$ cat config.mk
export PLATFORM = sky130hd
export DESIGN_NAME = tcp_reassembly_interval_tracker
export DESIGN_NICKNAME = d
export VERILOG_FILES = /design/src/rtl/tcprit_pkg.sv /design/src/rtl/tcprit_cell.sv /design/src/rtl/tcp_reassembly_interval_tracker.sv
export SDC_FILE = /design/constraint.sdc
export NUM_CORES = 1
export LEC_CHECK = 0
export ABC_CLOCK_PERIOD_IN_PS = 26400
export BUFFER_PORTS_ARGS = -buffer_cell sky130_fd_sc_hd__buf_2
export CAP_MARGIN = 20
export CELL_PAD_IN_SITES_DETAIL_PLACEMENT = 0
export CELL_PAD_IN_SITES_GLOBAL_PLACEMENT = 1
export CORE_MARGIN = 2
export CORE_UTILIZATION = 38
export CTS_CLUSTER_SIZE = 12
export DETAILED_ROUTE_END_ITERATION = 12
export PLACE_DENSITY_LB_ADDON = 0.1
export SYNTH_ARGS = -nofsm -noshare
export SYNTH_HDL_FRONTEND = slang
export SYNTH_SLANG_ARGS = --single-unit
$ cat constraint.sdc
create_clock -name clk -period 26.4 [get_ports clk]
set_clock_uncertainty 0.15 [all_clocks]
set_input_delay 3.96 -clock clk [delete_from_list [all_inputs] [get_ports clk]]
set_output_delay 3.96 -clock clk [all_outputs]
set_load 0.01 [all_outputs]
$ cat src/rtl/tcprit_pkg.sv
`default_nettype none
// ---------------------------------------------------------------------------
// tcprit_pkg
// Shared types and constants for the TCP reassembly interval tracker.
// ---------------------------------------------------------------------------
package tcprit_pkg;

    localparam int SLOTS       = 16;
    localparam int BUF_BYTES   = 2048;
    localparam int IDXW        = (SLOTS > 1) ? $clog2(SLOTS) : 1;
    localparam int SW          = 17;          // stored offset width
    localparam int VW          = 18;          // working offset width
    localparam int CW          = 13;          // contiguous end width
    localparam int LAST_BYTE   = BUF_BYTES - 1;
    localparam logic [8:0] DRAIN_MAX_RESET = 9'd21;

    localparam logic [2:0] ST_IN_ORDER = 3'd0;
    localparam logic [2:0] ST_STORED   = 3'd1;
    localparam logic [2:0] ST_OLD      = 3'd2;
    localparam logic [2:0] ST_FULL     = 3'd3;
    localparam logic [2:0] ST_DRAINED  = 3'd4;

    localparam logic [1:0] FIN_NONE    = 2'd0;
    localparam logic [1:0] FIN_PENDING = 2'd1;
    localparam logic [1:0] FIN_DONE    = 2'd2;

    typedef struct packed {
        logic              kind;
        logic signed [15:0] seg_offset;
        logic [10:0]       seg_len;
        logic [11:0]       window_room;
        logic              fin_flag;
    } cmd_word_t;

    typedef struct packed {
        logic [2:0]        status;
        logic signed [11:0] contiguous_end;
        logic [8:0]        delivered;
        logic              fin_reached;
        logic              trimmed;
    } result_word_t;

    typedef struct packed {
        logic                used;
        logic signed [SW-1:0] first;
        logic signed [SW-1:0] last;
    } slot_t;

    typedef enum logic [2:0] {
        S_IDLE,
        S_APPEND,
        S_MERGE,
        S_DECIDE,
        S_STORE,
        S_DRAIN
    } state_t;

endpackage
`default_nettype wire

$ cat src/rtl/tcprit_cell.sv
`default_nettype none
// ---------------------------------------------------------------------------
// tcprit_cell
// One interval slot of the ring; loads its neighbor's slot when shifting.
// ---------------------------------------------------------------------------
module tcprit_cell
    import tcprit_pkg::*;
(
    input  wire logic  clk,
    input  wire logic  rst_n,
    input  wire logic  shift,
    input  wire slot_t d,
    output slot_t      q
);

    logic                 used_reg;
    logic signed [SW-1:0] first_reg;
    logic signed [SW-1:0] last_reg;

    always_ff @(posedge clk or negedge rst_n)
    begin
        if (!rst_n)
        begin
            used_reg <= 1'b0;
        end
        else if (shift)
        begin
            used_reg <= d.used;
        end
    end

    always_ff @(posedge clk)
    begin
        if (shift)
        begin
            first_reg <= d.first;
            last_reg  <= d.last;
        end
    end

    assign q = '{used: used_reg, first: first_reg, last: last_reg};

endmodule
`default_nettype wire

$ cat src/rtl/tcp_reassembly_interval_tracker.sv
`default_nettype none
// ---------------------------------------------------------------------------
// tcp_reassembly_interval_tracker
// Receive-side byte range tracker: contiguous end plus a ring of
// out-of-order intervals.
// ---------------------------------------------------------------------------
// A word is taken when start is high and busy is low; its result comes back
// as one word on result, marked by done for exactly one cycle, and must be
// taken then: the receiver cannot stall. The SLOTS intervals live in a ring
// of cells that rotates one slot per cycle past a single compare/merge unit.
// A segment that is old or empty answers in the cycle after acceptance. Any
// other segment takes an append probe pass and a merge pass; an exact append
// onto the recent interval is written during the merge pass and answers
// there, otherwise a decision state follows; if it must be stored a third
// pass writes it. A drain takes one pass that shifts every interval down.
// busy drops the cycle the result is registered, so the next word can be
// taken while done is high. drain_max is written through cfg_we/cfg_data;
// writes are to be made only while idle, which the block leaves to the user.
// ---------------------------------------------------------------------------
module tcp_reassembly_interval_tracker
    import tcprit_pkg::*;
(
    input  wire logic         clk,
    input  wire logic         rst_n,
    input  wire logic         start,
    output logic              busy,
    input  wire cmd_word_t    cmd,
    output logic              done,
    output result_word_t      result,
    input  wire logic         cfg_we,
    input  wire logic [8:0]   cfg_data
);

    localparam int KW = IDXW + 2;           // index compare width
    localparam logic [IDXW-1:0] K_LAST = IDXW'(SLOTS - 1);

    // ring of slots; head is cell 0, write-back enters at the tail
    slot_t cell_q [SLOTS];
    slot_t wb;
    logic  ring_shift;

    genvar gi;
    generate
        for (gi = 0; gi < SLOTS; gi++)
        begin : g_ring
            slot_t d_in;
            if (gi == SLOTS - 1)
            begin : g_tail
                assign d_in = wb;
            end
            else
            begin : g_mid
                assign d_in = cell_q[gi + 1];
            end
            tcprit_cell u_cell (
                .clk   (clk),
                .rst_n (rst_n),
                .shift (ring_shift),
                .d     (d_in),
                .q     (cell_q[gi])
            );
        end
    endgenerate

    state_t                state_reg,      state_next;
    logic [IDXW-1:0]       k_reg,          k_next;
    logic signed [CW-1:0]  contig_reg,     contig_next;
    logic [IDXW:0]         count_reg,      count_next;
    logic signed [IDXW:0]  top_reg,        top_next;
    logic signed [IDXW:0]  recent_reg,     recent_next;
    logic signed [IDXW:0]  top_new_reg,    top_new_next;
    logic [1:0]            fin_state_reg,  fin_state_next;
    logic signed [SW-1:0]  fin_pos_reg,    fin_pos_next;
    logic [8:0]            drain_max_reg,  drain_max_next;
    logic signed [VW-1:0]  cur_start_reg,  cur_start_next;
    logic signed [VW-1:0]  cur_end_reg,    cur_end_next;
    logic                  app_reg,        app_next;
    logic                  free_found_reg, free_found_next;
    logic [IDXW-1:0]       free_idx_reg,   free_idx_next;
    logic                  rec_used_reg,   rec_used_next;
    logic [8:0]            n_reg,          n_next;
    result_word_t          res_reg,        res_next;
    logic                  done_reg,       done_next;

    always_ff @(posedge clk or negedge rst_n)
    begin
        if (!rst_n)
        begin
            state_reg      <= S_IDLE;
            k_reg          <= '0;
            contig_reg     <= '1;
            count_reg      <= '0;
            top_reg        <= '1;
            recent_reg     <= '1;
            top_new_reg    <= '1;
            fin_state_reg  <= FIN_NONE;
            fin_pos_reg    <= '0;
            drain_max_reg  <= DRAIN_MAX_RESET;
            app_reg        <= 1'b0;
            free_found_reg <= 1'b0;
            rec_used_reg   <= 1'b0;
            done_reg       <= 1'b0;
        end
        else
        begin
            state_reg      <= state_next;
            k_reg          <= k_next;
            contig_reg     <= contig_next;
            count_reg      <= count_next;
            top_reg        <= top_next;
            recent_reg     <= recent_next;
            top_new_reg    <= top_new_next;
            fin_state_reg  <= fin_state_next;
            fin_pos_reg    <= fin_pos_next;
            drain_max_reg  <= drain_max_next;
            app_reg        <= app_next;
            free_found_reg <= free_found_next;
            rec_used_reg   <= rec_used_next;
            done_reg       <= done_next;
        end
    end

    // payload registers
    always_ff @(posedge clk)
    begin
        cur_start_reg <= cur_start_next;
        cur_end_reg   <= cur_end_next;
        free_idx_reg  <= free_idx_next;
        n_reg         <= n_next;
        res_reg       <= res_next;
    end

    always_comb
    begin
        slot_t                head;
        logic signed [VW-1:0] seg_s;
        logic signed [VW-1:0] seg_sum;
        logic signed [VW-1:0] win_w;
        logic signed [VW-1:0] seg_e;
        logic                 cut;
        logic signed [VW-1:0] contig_w;
        logic signed [VW-1:0] dm_w;
        logic signed [VW-1:0] n_w;
        logic signed [SW-1:0] fp;
        logic signed [VW-1:0] h_first;
        logic signed [VW-1:0] h_last;
        logic signed [VW-1:0] ms;
        logic signed [VW-1:0] me;
        logic signed [KW-1:0] kk;
        logic signed [KW-1:0] top_w;
        logic signed [KW-1:0] rec_w;
        logic [IDXW:0]        cnt;

        head     = cell_q[0];
        h_first  = VW'(head.first);
        h_last   = VW'(head.last);
        kk       = $signed({2'b00, k_reg});
        top_w    = KW'(top_reg);
        rec_w    = KW'(recent_reg);
        contig_w = VW'(contig_reg);

        seg_s   = VW'(cmd.seg_offset);
        seg_sum = seg_s + $signed({7'b0, cmd.seg_len});
        win_w   = $signed({6'b0, cmd.window_room});
        cut     = seg_sum > win_w;
        seg_e   = cut ? (win_w - 18'sd1) : (seg_sum - 18'sd1);
        if (seg_e > VW'(LAST_BYTE))
        begin
            seg_e = VW'(LAST_BYTE);
        end

        dm_w = $signed({9'b0, drain_max_reg});
        n_w  = ((contig_w + 18'sd1) > dm_w) ? dm_w : (contig_w + 18'sd1);
        fp   = fin_pos_reg - SW'(n_w);

        ms  = cur_start_reg;
        me  = cur_end_reg;
        cnt = count_reg;

        state_next      = state_reg;
        k_next          = k_reg;
        contig_next     = contig_reg;
        count_next      = count_reg;
        top_next        = top_reg;
        recent_next     = recent_reg;
        top_new_next    = top_new_reg;
        fin_state_next  = fin_state_reg;
        fin_pos_next    = fin_pos_reg;
        drain_max_next  = cfg_we ? cfg_data : drain_max_reg;
        cur_start_next  = cur_start_reg;
        cur_end_next    = cur_end_reg;
        app_next        = app_reg;
        free_found_next = free_found_reg;
        free_idx_next   = free_idx_reg;
        rec_used_next   = rec_used_reg;
        n_next          = n_reg;
        res_next        = res_reg;
        done_next       = 1'b0;
        ring_shift      = 1'b0;
        wb              = head;

        case (state_reg)
            S_IDLE:
            begin
                if (start)
                begin
                    k_next = '0;
                    if (!cmd.kind)
                    begin
                        res_next.trimmed        = cut;
                        res_next.delivered      = '0;
                        res_next.fin_reached    = 1'b0;
                        res_next.contiguous_end = contig_reg[11:0];
                        if (cmd.fin_flag && (fin_state_reg != FIN_DONE))
                        begin
                            fin_state_next = FIN_PENDING;
                            fin_pos_next   = SW'(seg_e);
                        end
                        if (seg_e < contig_w)
                        begin
                            res_next.status = ST_OLD;
                            done_next       = 1'b1;
                        end
                        else if (seg_e < seg_s)
                        begin
                            res_next.status = (seg_s <= contig_w + 18'sd1) ?
                                              ST_IN_ORDER : ST_OLD;
                            done_next       = 1'b1;
                        end
                        else
                        begin
                            cur_start_next  = seg_s;
                            cur_end_next    = seg_e;
                            app_next        = 1'b0;
                            free_found_next = 1'b0;
                            state_next      = S_APPEND;
                        end
                    end
                    else
                    begin
                        n_next       = n_w[8:0];
                        contig_next  = contig_reg - CW'(n_w);
                        top_new_next = '1;
                        res_next.status         = ST_DRAINED;
                        res_next.delivered      = n_w[8:0];
                        res_next.trimmed        = 1'b0;
                        res_next.contiguous_end = 12'(contig_reg - CW'(n_w));
                        res_next.fin_reached    = 1'b0;
                        if (fin_state_reg == FIN_PENDING)
                        begin
                            fin_pos_next = fp;
                            if (fp < 0)
                            begin
                                res_next.fin_reached = 1'b1;
                                fin_state_next       = FIN_DONE;
                            end
                        end
                        state_next = S_DRAIN;
                    end
                end
            end

            // probe the recent slot for an exact append
            S_APPEND:
            begin
                ring_shift = 1'b1;
                if ((kk == rec_w) && head.used && (h_last + 18'sd1 == cur_start_reg))
                begin
                    app_next = 1'b1;
                end
                if (k_reg == K_LAST)
                begin
                    k_next     = '0;
                    state_next = S_MERGE;
                end
                else
                begin
                    k_next = k_reg + 1'b1;
                end
            end

            S_MERGE:
            begin
                ring_shift = 1'b1;
                if (app_reg)
                begin
                    if (kk == rec_w)
                    begin
                        wb.last = SW'(cur_end_reg);
                    end
                end
                else
                begin
                    if ((kk <= top_w) && head.used && !(h_last + 18'sd1 < ms) &&
                        !(h_first > me + 18'sd1))
                    begin
                        if (h_last > me)
                        begin
                            me = h_last;
                        end
                        if (h_first < ms)
                        begin
                            ms = h_first;
                        end
                        wb.used    = 1'b0;
                        cnt        = count_reg - 1'b1;
                        count_next = cnt;
                        if (cnt == '0)
                        begin
                            top_next = '1;
                        end
                    end
                    cur_start_next = ms;
                    cur_end_next   = me;
                    if (!wb.used && !free_found_reg && (kk <= top_w + 1))
                    begin
                        free_found_next = 1'b1;
                        free_idx_next   = k_reg;
                    end
                end
                if (kk == rec_w)
                begin
                    rec_used_next = wb.used;
                end
                if (k_reg == K_LAST)
                begin
                    k_next = '0;
                    if (app_reg)
                    begin
                        res_next.status = ST_STORED;
                        done_next       = 1'b1;
                        state_next      = S_IDLE;
                    end
                    else
                    begin
                        state_next = S_DECIDE;
                    end
                end
                else
                begin
                    k_next = k_reg + 1'b1;
                end
            end

            S_DECIDE:
            begin
                if ((recent_reg >= 0) && !rec_used_reg)
                begin
                    recent_next = '1;
                end
                if (cur_start_reg <= contig_w + 18'sd1)
                begin
                    contig_next             = CW'(cur_end_reg);
                    res_next.status         = ST_IN_ORDER;
                    res_next.contiguous_end = cur_end_reg[11:0];
                    done_next               = 1'b1;
                    state_next              = S_IDLE;
                end
                else if (free_found_reg)
                begin
                    state_next = S_STORE;
                end
                else
                begin
                    res_next.status = ST_FULL;
                    done_next       = 1'b1;
                    state_next      = S_IDLE;
                end
            end

            S_STORE:
            begin
                ring_shift = 1'b1;
                if (k_reg == free_idx_reg)
                begin
                    wb.used  = 1'b1;
                    wb.first = SW'(cur_start_reg);
                    wb.last  = SW'(cur_end_reg);
                end
                if (k_reg == K_LAST)
                begin
                    k_next     = '0;
                    count_next = count_reg + 1'b1;
                    if ($signed({2'b00, free_idx_reg}) == top_w + 1)
                    begin
                        top_next = $signed({1'b0, free_idx_reg});
                    end
                    if (recent_reg < 0)
                    begin
                        recent_next = $signed({1'b0, free_idx_reg});
                    end
                    res_next.status = ST_STORED;
                    done_next       = 1'b1;
                    state_next      = S_IDLE;
                end
                else
                begin
                    k_next = k_reg + 1'b1;
                end
            end

            // shift intervals down; top falls to highest used slot
            S_DRAIN:
            begin
                ring_shift = 1'b1;
                if (head.used)
                begin
                    wb.first = head.first - SW'(n_reg);
                    wb.last  = head.last - SW'(n_reg);
                    if (kk <= top_w)
                    begin
                        top_new_next = $signed({1'b0, k_reg});
                    end
                end
                if (k_reg == K_LAST)
                begin
                    k_next     = '0;
                    top_next   = top_new_next;
                    done_next  = 1'b1;
                    state_next = S_IDLE;
                end
                else
                begin
                    k_next = k_reg + 1'b1;
                end
            end

            default:
            begin
                state_next = S_IDLE;
            end
        endcase
    end

    assign busy   = (state_reg != S_IDLE);
    assign done   = done_reg;
    assign result = res_reg;

endmodule
`default_nettype wire
* Word level (Yosys, flattened, before mapping)
Cells that the tools add are included.
Widths: inputs -> output; s select.
** Operators by class
- $add $sub $neg :: 14
- Multipliers :: 0
- Divide/modulo/power cells :: 0
- Order comparisons :: 16
- Eq/ne operators :: 40
- Shift-type cells :: 0
- Muxes and demuxes :: 110
- Bitwise operators :: 1
- Reductions and logical operators :: 49
** Operator list (number)
- $mux 18 :: 16
- $mux 17 :: 6
- $mux 5 :: 16
- $pmux 18 s2 :: 2
- $mux 26 :: 2
- $pmux 17 s3 :: 1
- $mux 3 :: 16
- $ne 2x2->1 const B :: 22
- $mux 13 :: 3
- $gt 17x18->1 :: 2
- $mux 35 :: 1
- $mux 34 :: 1
- $pmux 17 s2 :: 1
- $sub 17x9->17 :: 2
- $pmux 5 s2 :: 3
- $pmux 13 s2 :: 1
- $pmux 12 s2 :: 1
- $mux 1 :: 23
- $reduce_and 7->1 :: 3
- $add 17x2->18 const B :: 1
- $add 18x2->18 const B :: 1
- $eq 18x18->1 :: 1
- $gt 18x12->1 const B :: 1
- $le 18x14->1 :: 1
- other kinds (58) :: 103
** Storage, ports and cells
- Register bits after elaboration :: 707
- Latch bits :: 0
- Memory bits (writable) :: 0
- Bits in read-only memories :: 0
- Input bits :: 54
- Output and inout bits :: 28
- Word-level logic and storage cells :: 301
- Memories kept :: 0

* Logic depth before layout (Yosys ltp)
Gate-level depths: netlist of run 1.
- Word-level depth :: 14
- Mapped depth :: 31
- Depth with buffers taken out :: 30

* By module
Synthesis of run 1 repeated with hierarchy kept, for this count alone.
** Second synthesis, totals
- Cells, all modules :: 2567
- Area total of the unflattened synthesis :: 33138.0 sq um
** Modules (own cells, without submodules)
- tcprit_cell :: times used 16, cells each 37, area each 1068.5 sq um, sequential area each 1046.0 sq um
- tcp_reassembly_interval_tracker :: times used 1, cells each 1975, area each 16041.6 sq um, sequential area each 4062.6 sq um

* Worst setup path before layout of run 1
No wires, ideal clock.
- Path type :: register to register
- Start point :: register state_reg[2]
- End point :: register g_ring[10].u_cell.used_reg
- Setup time :: 0.148 ns
- Arrival :: 17.854 ns
- Data required time :: 26.102 ns
- Setup slack :: 8.248 ns
- Cell stages (with the launch flop) :: 6
- Path buffers :: 2
- Clock period less this slack :: 18.152 ns
- Cells stage by stage :: dfrtp_1 -> clkbuf_1 -> o21ai_0 -> nor2b_1 -> clkbuf_1 -> mux2_2
** On the way
- Cells in the longest elaborated chain, start to end :: 3
- Elaborated cells between the ends (all ways) :: 6
- Those cells by class :: eq/ne: 4; mux: 1; reduce/logical: 1
** RTL lines
- start, declared :: line tcp_reassembly_interval_tracker.sv:65 : state_t state_reg, state_next;
- start signal, assigned :: line tcp_reassembly_interval_tracker.sv:106 : state_reg <= state_next;
- $eq 3x3->1, or another cell as far along :: line tcp_reassembly_interval_tracker.sv:202 : case (state_reg)
- $reduce_or 4->1 (no line) *
- $mux 1 * :: line tcp_reassembly_interval_tracker.sv:202
- named net g_ring[0].u_cell.shift :: line tcprit_cell.sv:11 : input wire logic shift,
- end signal, assigned :: line tcprit_cell.sv:28 : used_reg <= d.used;
- end, declared :: line tcprit_cell.sv:16 : logic used_reg;
The timed path passes the listed nets; every way through them passes the cells marked *.
A chain may end at the register's enable or synchronous reset.

* Worst setup path after layout of run 1
- Start point :: input port cmd[13] (netlist name)
- End point :: register cur_end_reg[1] (enable)
** On the way
- Cells in the longest elaborated chain, start to end :: 8
- Elaborated cells between the ends (all ways) :: 11
- Those cells by class :: add/sub: 2; order compare: 4; eq/ne: 2; mux: 2; reduce/logical: 1
** RTL lines
- start, declared :: line tcp_reassembly_interval_tracker.sv:27 : input wire cmd_word_t cmd,
- $add 16x12->17 * :: line tcp_reassembly_interval_tracker.sv:163 : seg_sum = seg_s + $signed({7'b0, cmd.seg_len});
- $sub 17x2->18 / $gt 17x13->1 (equally long branches) :: line tcp_reassembly_interval_tracker.sv:166, tcp_reassembly_interval_tracker.sv:165
- $mux 18 * :: line tcp_reassembly_interval_tracker.sv:166 : seg_e = cut ? (win_w - 18'sd1) : (seg_sum - 18'sd1);
- $gt 18x12->1 :: line tcp_reassembly_interval_tracker.sv:167 : if (seg_e > VW'(LAST_BYTE))
- $mux 18 * :: line tcp_reassembly_interval_tracker.sv:167
- $lt 18x16->1 / $lt 18x13->1 (equally long branches) :: line tcp_reassembly_interval_tracker.sv:224, tcp_reassembly_interval_tracker.sv:219
- $ne 2x2->1 (no line)
- $reduce_and 8->1 (no line) *
- end signal, assigned :: line tcp_reassembly_interval_tracker.sv:127 : cur_end_reg <= cur_end_next;
- end, declared :: line tcp_reassembly_interval_tracker.sv:76 : logic signed [VW-1:0] cur_end_reg, cur_end_next;
Every way passes the cells marked *; elsewhere a longest branch is shown, timed or not.

==> results of run 1 <==
cell usage after synthesis (all sizes together) (6+ instances only):
library cell | count | area [um2]
nand3 | 57 | 285.3
xor2 | 35 | 306.5
nor2 | 166 | 623.1
ha | 231 | 2890
edfxtp | 618 | 18560
nor2b | 23 | 143.9
buf | 15 | 70.07
o211ai | 13 | 97.59
nor4 | 20 | 140.1
o31ai | 18 | 148.9
xnor2 | 85 | 744.5
mux2i | 36 | 360.4
nor3 | 48 | 250.2
o22a | 11 | 96.34
nand2b | 23 | 143.9
a31oi | 15 | 100.1
dfstp | 31 | 814.5
a211oi | 15 | 117.6
a21boi | 8 | 60.06
inv | 178 | 668.1
or3 | 12 | 75.07
and2 | 11 | 70.07
dfrtp | 57 | 1426
a221o | 12 | 120.1
a21o | 46 | 346.6
nand4 | 39 | 244.0
o2111ai | 8 | 70.07
o22ai | 11 | 68.82
mux2 | 21 | 236.5
o221ai | 8 | 70.07
o21ai | 138 | 690.7
and3 | 21 | 132.6
clkbuf | 55 | 206.5
nand2 | 190 | 713.2
a22oi | 14 | 105.1
o21a | 27 | 202.7
nor3b | 6 | 45.04
a21oi | 142 | 714.4
cell type report:
class | instances | area (um2) | share of cell area
Clock buffer | 106 | 2161 | 0.05789
Sequential cell | 706 | 20800 | 0.5572
Tap cell | 1155 | 1445 | 0.03872
Inverter | 179 | 671.9 | 0.01800
Clock inverter | 31 | 369.1 | 0.009888
Timing Repair Buffer | 110 | 638.1 | 0.01710
Multi-Input combinational cell | 1592 | 11240 | 0.3012
where the power goes:
group | internal, W | total [W] | switching [W]
clock | 0.000627 | 0.00107 | 0.000439
sequential | 0.00193 | 0.00222 | 0.000286
combinational | 0.000500 | 0.00138 | 0.000883
total | 0.00306 | 0.00467 | 0.00161
through the flow:
stage	setup slack, ns	hold slack (ns)	area [um2]	total power [W]	instances
floorplan	8.248	0.2503	32960	0.003281	2547
global placement	14.67	0.2503	34790	0.003593	3741
detailed placement	14.52	0.2545	34790	0.003623	3741
CTS	15.15	0.2519	37320	0.004729	3878
global route	14.72	0.2585	37330	0.004977	3879
finish	15.23	0.2519	37330	0.004666	3879
critical path: cells and delay by family:
kind                       cells  cell delay (ns)
AOI/OAI and AO/OA             16             4.63
and+or+nand+nor                7             0.94
adders and majority gates      4             1.38
buffers and inverters          2             0.31
layer usage:
metal / wire, um / share of wire / up-vias
li1: - / - / 9739
met1: 41370 / 0.46 / 10440
met2: 41780 / 0.47 / 448
met3: 3862 / 0.043 / 134
met4: 2490 / 0.028 / 0
met5: 0 / 0 / -
final timing paths:
kind / end / slack [ns] / cells after the start
min: g_ring[13].u_cell.first_reg[9] / 0.25 / 0
min in group asynchronous: g_ring[6].u_cell.used_reg / 3.09 / 1
max: cur_end_reg[1] / 15.23 / 29
min reg2reg: g_ring[13].u_cell.first_reg[9] / 0.25 / 0
max reg2reg: fin_state_reg[1] / 18.85 / 24
max in group asynchronous: state_reg[0] / 21.76 / 2
kinds of logic (layout without fill, tap and decap cells):
group / Yosys count / in the layout / synth area share
AOI/OAI and AO/OA: 533 / 533 / 0.1052
xor gates and xnor gates: 120 / 120 / 0.03189
adders and majority gates: 236 / 236 / 0.09072
buffers and inverters: 249 / 426 / 0.02877
DFF: 706 / 706 / 0.6310
muxes: 57 / 57 / 0.01811
and+or+nand+nor: 646 / 646 / 0.09433
==> reports/results.txt, run 1 <==
Final Hold Vio Count -> 0
sequential area share after synthesis -> 0.6310
Antenna Nets Post-Route -> 0
layout cell share with drive strength beyond 1 -> 0.1083
HPWL after detailed placement -> 65.70 mm
Critical Path Source -> cmd[13]
gr ovfl total -> 0
post-CTS sizing -> 0
max incr delay on CP -> 0.83 ns
Syn Inst Count -> 2547
GR Util met2 -> 0.3287
Ports -> 82
CTS root buffer -> clkbuf_16
WS Path Type -> in -> reg
clk_lat worst skew -> 0.64 ns
fillers -> 7913
max cap viols -> 0
WL final -> 89.50 mm
worst min-delay path class -> reg -> reg
Clock Sinks -> 706
antenna fix cells -> 0
initial antenna violation count -> 2
Final setup viols -> 0
post-route minimum period -> 11.17 ns
Synth Cell Area -> 32960 um2
setup_tns -> 0 ns
Syn Nets -> 2837
reg-to-reg startpoint -> contig_reg[3]
RePlAce Congestion -> 0.8683
number of global-route vias before repair -> 20940
Layout Nets -> 2959
Final Max Slew Viols -> 0
Max Buffers Root-to-Sink -> 3
Remaining DRCs -> 0
critical path required time -> 26.49 ns
arrival time worst endpoint -> 11.25 ns
Async SR Flop Fraction -> 0.1246
Leakage -> 14.58 nW
Core Area -> 86350 um2
# rows -> 108
Worst IR Drop VDD -> 95.48 uV
fin util -> 0.4323
Post-synth top flop -> edfxtp_1
CP Max Fanout -> 18
outcome -> finished clean
detailed-route vias per instance -> 5.352
htree depth -> 3
RSZ-0062 raised after global routing -> no
routed length per instance -> 23.07 um
pin count of the biggest net entering global routing -> 190
first-pass GRT wire length -> 134.7 mm
height of the chip -> 298.5 um
Port Buffers -> 81
met3 GRT Util -> 0.03162
Post-CTS Setup Repair Bufs -> 0
Slowest-stage cell, CP -> a211oi_1
Rel. slew slack -> 0.3071
clk slew on worst S/H paths -> 0.06 ns
yosys warns -> 0
Cell variety after synth -> 88
CP Capture Type -> flip-flop
gr usage total -> 0.2024
vias -> 20760
number of enable flip-flop cells after synthesis -> 618
CTS tree -> built
commonest non-fill, non-tap cells in the layout -> 618 x edfxtp_1, 231 x ha_1, 190 x nand2_1
DRT Pass-1 Iters -> 5
met1 Use GR -> 0.2795
grt peak-use layer -> met2
Worst-Margin Slew -> 1.039 ns
Initial Utilization -> 0.3817
Max Clk Rate -> 0.08955 GHz
synthesis-to-layout area growth -> 13.24%
#FFs+latches synth -> 706
Die W -> 298.5 um
total die area -> 89110 um2
Pwr Density -> 125.0 nW/um2
Startpoint Class -> input pin
initial DRC count -> 1540
Post-Syn Area per Cell -> 12.94 um2
TritonCTS buffer count -> 80
hold buffer count at cts -> 0
Tcrit/Tclk final -> 0.4230
HP Start -> g_ring[14].u_cell.first_reg[9]
commonest non-fill, non-tap cell in the layout -> edfxtp_1
Power figures use the tool's default switching activity.
==> inputs of run 2 (changes only) <==
--- a/config.mk
+++ b/config.mk
@@ -5,7 +5,7 @@
 export SDC_FILE = /design/constraint.sdc
 export NUM_CORES = 1
 export LEC_CHECK = 0
-export ABC_CLOCK_PERIOD_IN_PS = 26400
+export ABC_CLOCK_PERIOD_IN_PS = 10600
 export BUFFER_PORTS_ARGS = -buffer_cell sky130_fd_sc_hd__buf_2
 export CAP_MARGIN = 20
 export CELL_PAD_IN_SITES_DETAIL_PLACEMENT = 0
==> constraint.sdc (replaced) <==
create_clock -name clk -period 10.6 [get_ports clk]
set_clock_uncertainty 0.15 [all_clocks]
set_input_delay 1.59 -clock clk [delete_from_list [all_inputs] [get_ports clk]]
set_output_delay 1.59 -clock clk [all_outputs]
set_load 0.01 [all_outputs]
==> reports/results.txt, run 2 (synthesis results as in run 1) <==
Core Area -> 86350 um2 (unchanged)
Worst IR Drop VDD -> 160.9 uV (+69%)
routed length per instance -> 23.27 um (+0.86%)
commonest non-fill, non-tap cells in the layout -> 618 x edfxtp_1, 231 x ha_1, 190 x nand2_1
synthesis-to-layout area growth -> 13.04%
first-pass GRT wire length -> 136.5 mm (+1.3%)
WS Path Type -> in -> reg
Max Clk Rate -> 0.1178 GHz
fillers -> 7991 (+0.99%)
clk_lat worst skew -> 0.64 ns (about the same)
Port Buffers -> 81 (unchanged)
number of global-route vias before repair -> 21120 (+0.89%)
htree depth -> 3 (unchanged)
TritonCTS buffer count -> 79 (-1.3%)
Post-CTS Setup Repair Bufs -> 0 (unchanged)
DRT Pass-1 Iters -> 6 (+1)
max cap viols -> 0 (unchanged)
arrival time worst endpoint -> 8.59 ns (-2.66 ns)
CP Capture Type -> flip-flop
height of the chip -> 298.5 um (unchanged)
Pwr Density -> 309.7 nW/um2 (+150%)
Rel. slew slack -> 0.2648 (-0.04231)
post-route minimum period -> 8.487 ns
Clock Sinks -> 706 (unchanged)
Leakage -> 14.55 nW (-0.19%)
post-CTS sizing -> 0 (unchanged)
Final Hold Vio Count -> 0 (unchanged)
detailed-route vias per instance -> 5.330 (-0.41%)
Ports -> 82 (unchanged)
RSZ-0062 raised after global routing -> no
clk slew on worst S/H paths -> 0.06 ns (about the same)
CTS root buffer -> clkbuf_16
Tcrit/Tclk final -> 0.8006
Remaining DRCs -> 0 (unchanged)
RePlAce Congestion -> 0.9056 (+4.3%)
reg2reg setup slack -> 2.85 ns (-16.00 ns)
Final setup viols -> 0 (unchanged)
Initial Utilization -> 0.3817 (unchanged)
initial DRC count -> 1466 (-4.8%)
CTS tree -> built
Slowest-stage cell, CP -> a211oi_1
Max Buffers Root-to-Sink -> 3 (unchanged)
vias -> 20690 (-0.34%)
setup_tns -> 0 ns (unchanged)
most frequent CP cell -> ha_1
initial antenna violation count -> 2 (unchanged)
gr ovfl total -> 0 (unchanged)
Worst Path Buf+Inv -> 3 (+1)
CP Max Fanout -> 18 (unchanged)
Startpoint Class -> input pin
gr usage total -> 0.2051 (+0.002686)
max incr delay on CP -> 0.77 ns (-0.06 ns)
Final Max Slew Viols -> 0 (unchanged)
pin count of the biggest net entering global routing -> 197 (+3.7%)
Layout Nets -> 2962 (+0.10%)
hold buffer count at cts -> 0 (unchanged)
Worst-Margin Slew -> 1.103 ns (+0.06347 ns)
total die area -> 89110 um2 (unchanged)
fin util -> 0.4315 (-0.0007970)
HPWL after detailed placement -> 66.24 mm (+0.82%)
outcome -> finished clean
layout cell share with drive strength beyond 1 -> 0.1083 (about the same)
# rows -> 108 (unchanged)
WL final -> 90.34 mm (+0.94%)
commonest non-fill, non-tap cell in the layout -> edfxtp_1
Die W -> 298.5 um (unchanged)
Antenna Nets Post-Route -> 0 (unchanged)
worst min-delay path class -> reg -> reg
critical path required time -> 10.70 ns (-15.79 ns)
Worst path top cell family by delay -> compound AO/OA/AOI/OAI gates
run 2: cell types whose count changed in the layout (fill, tap and decap cells not counted), sizes merged:
cell	previous run	this run
clkbuf	106	101
clkinv	22	27
buf	110	114
bufinv	5	3
diode	0	2
inv	180	179
run 2: final timing paths:
kind,start,endpoint,depth (start not counted)
setup / recovery,cmd[13],cur_end_reg[2],27
hold / removal,g_ring[8].u_cell.first_reg[0],g_ring[7].u_cell.first_reg[0],0
setup reg to reg,contig_reg[2],fin_state_reg[1],25
hold reg to reg,g_ring[8].u_cell.first_reg[0],g_ring[7].u_cell.first_reg[0],0
max in group asynchronous,rst_n,drain_max_reg[3],2
min in group asynchronous,rst_n,g_ring[6].u_cell.used_reg,1
run 2: routing by layer:
layer / share of wire / global-route usage / wire length (um)
met5: 0 / 0 / 0
met4: 0.028 / 0.06604 / 2553
met3: 0.037 / 0.03061 / 3333
met2: 0.46 / 0.3300 / 41940
met1: 0.47 / 0.2858 / 42510
run 2: stage by stage:
stage               instance area (um2)  cells  power (W)  setup slack [ns]  hold slack [ns]
CTS                               37250   3880    0.01168             2.104           0.2529
floorplan                         32960   2547   0.007887             1.386           0.2503
global route                      37250   3880    0.01232             1.451           0.2633
global placement                  34840   3746   0.008925             1.648           0.2503
finish                            37260   3882    0.01154             2.113           0.2583
detailed placement                34840   3746   0.009021             1.434           0.2545
run 2: area by class of cell:
type,instances,area (um2),share of cell area
inverter,179,671.9,0.01803
multi-input combinational,1592,11240,0.3018
clock inverter,33,311.5,0.008362
clock buffer,101,2102,0.05642
tap,1155,1445,0.03879
sequential,706,20800,0.5582
timing repair buffer,114,680.7,0.01827
antenna,2,5.005,0.0001343
run 2: power by group:
group / switching (W) / internal [W]
Combinational: 0.00221 / 0.00126
Sequential: 0.000691 / 0.00481
Clock: 0.00109 / 0.00148
Total: 0.00399 / 0.00755
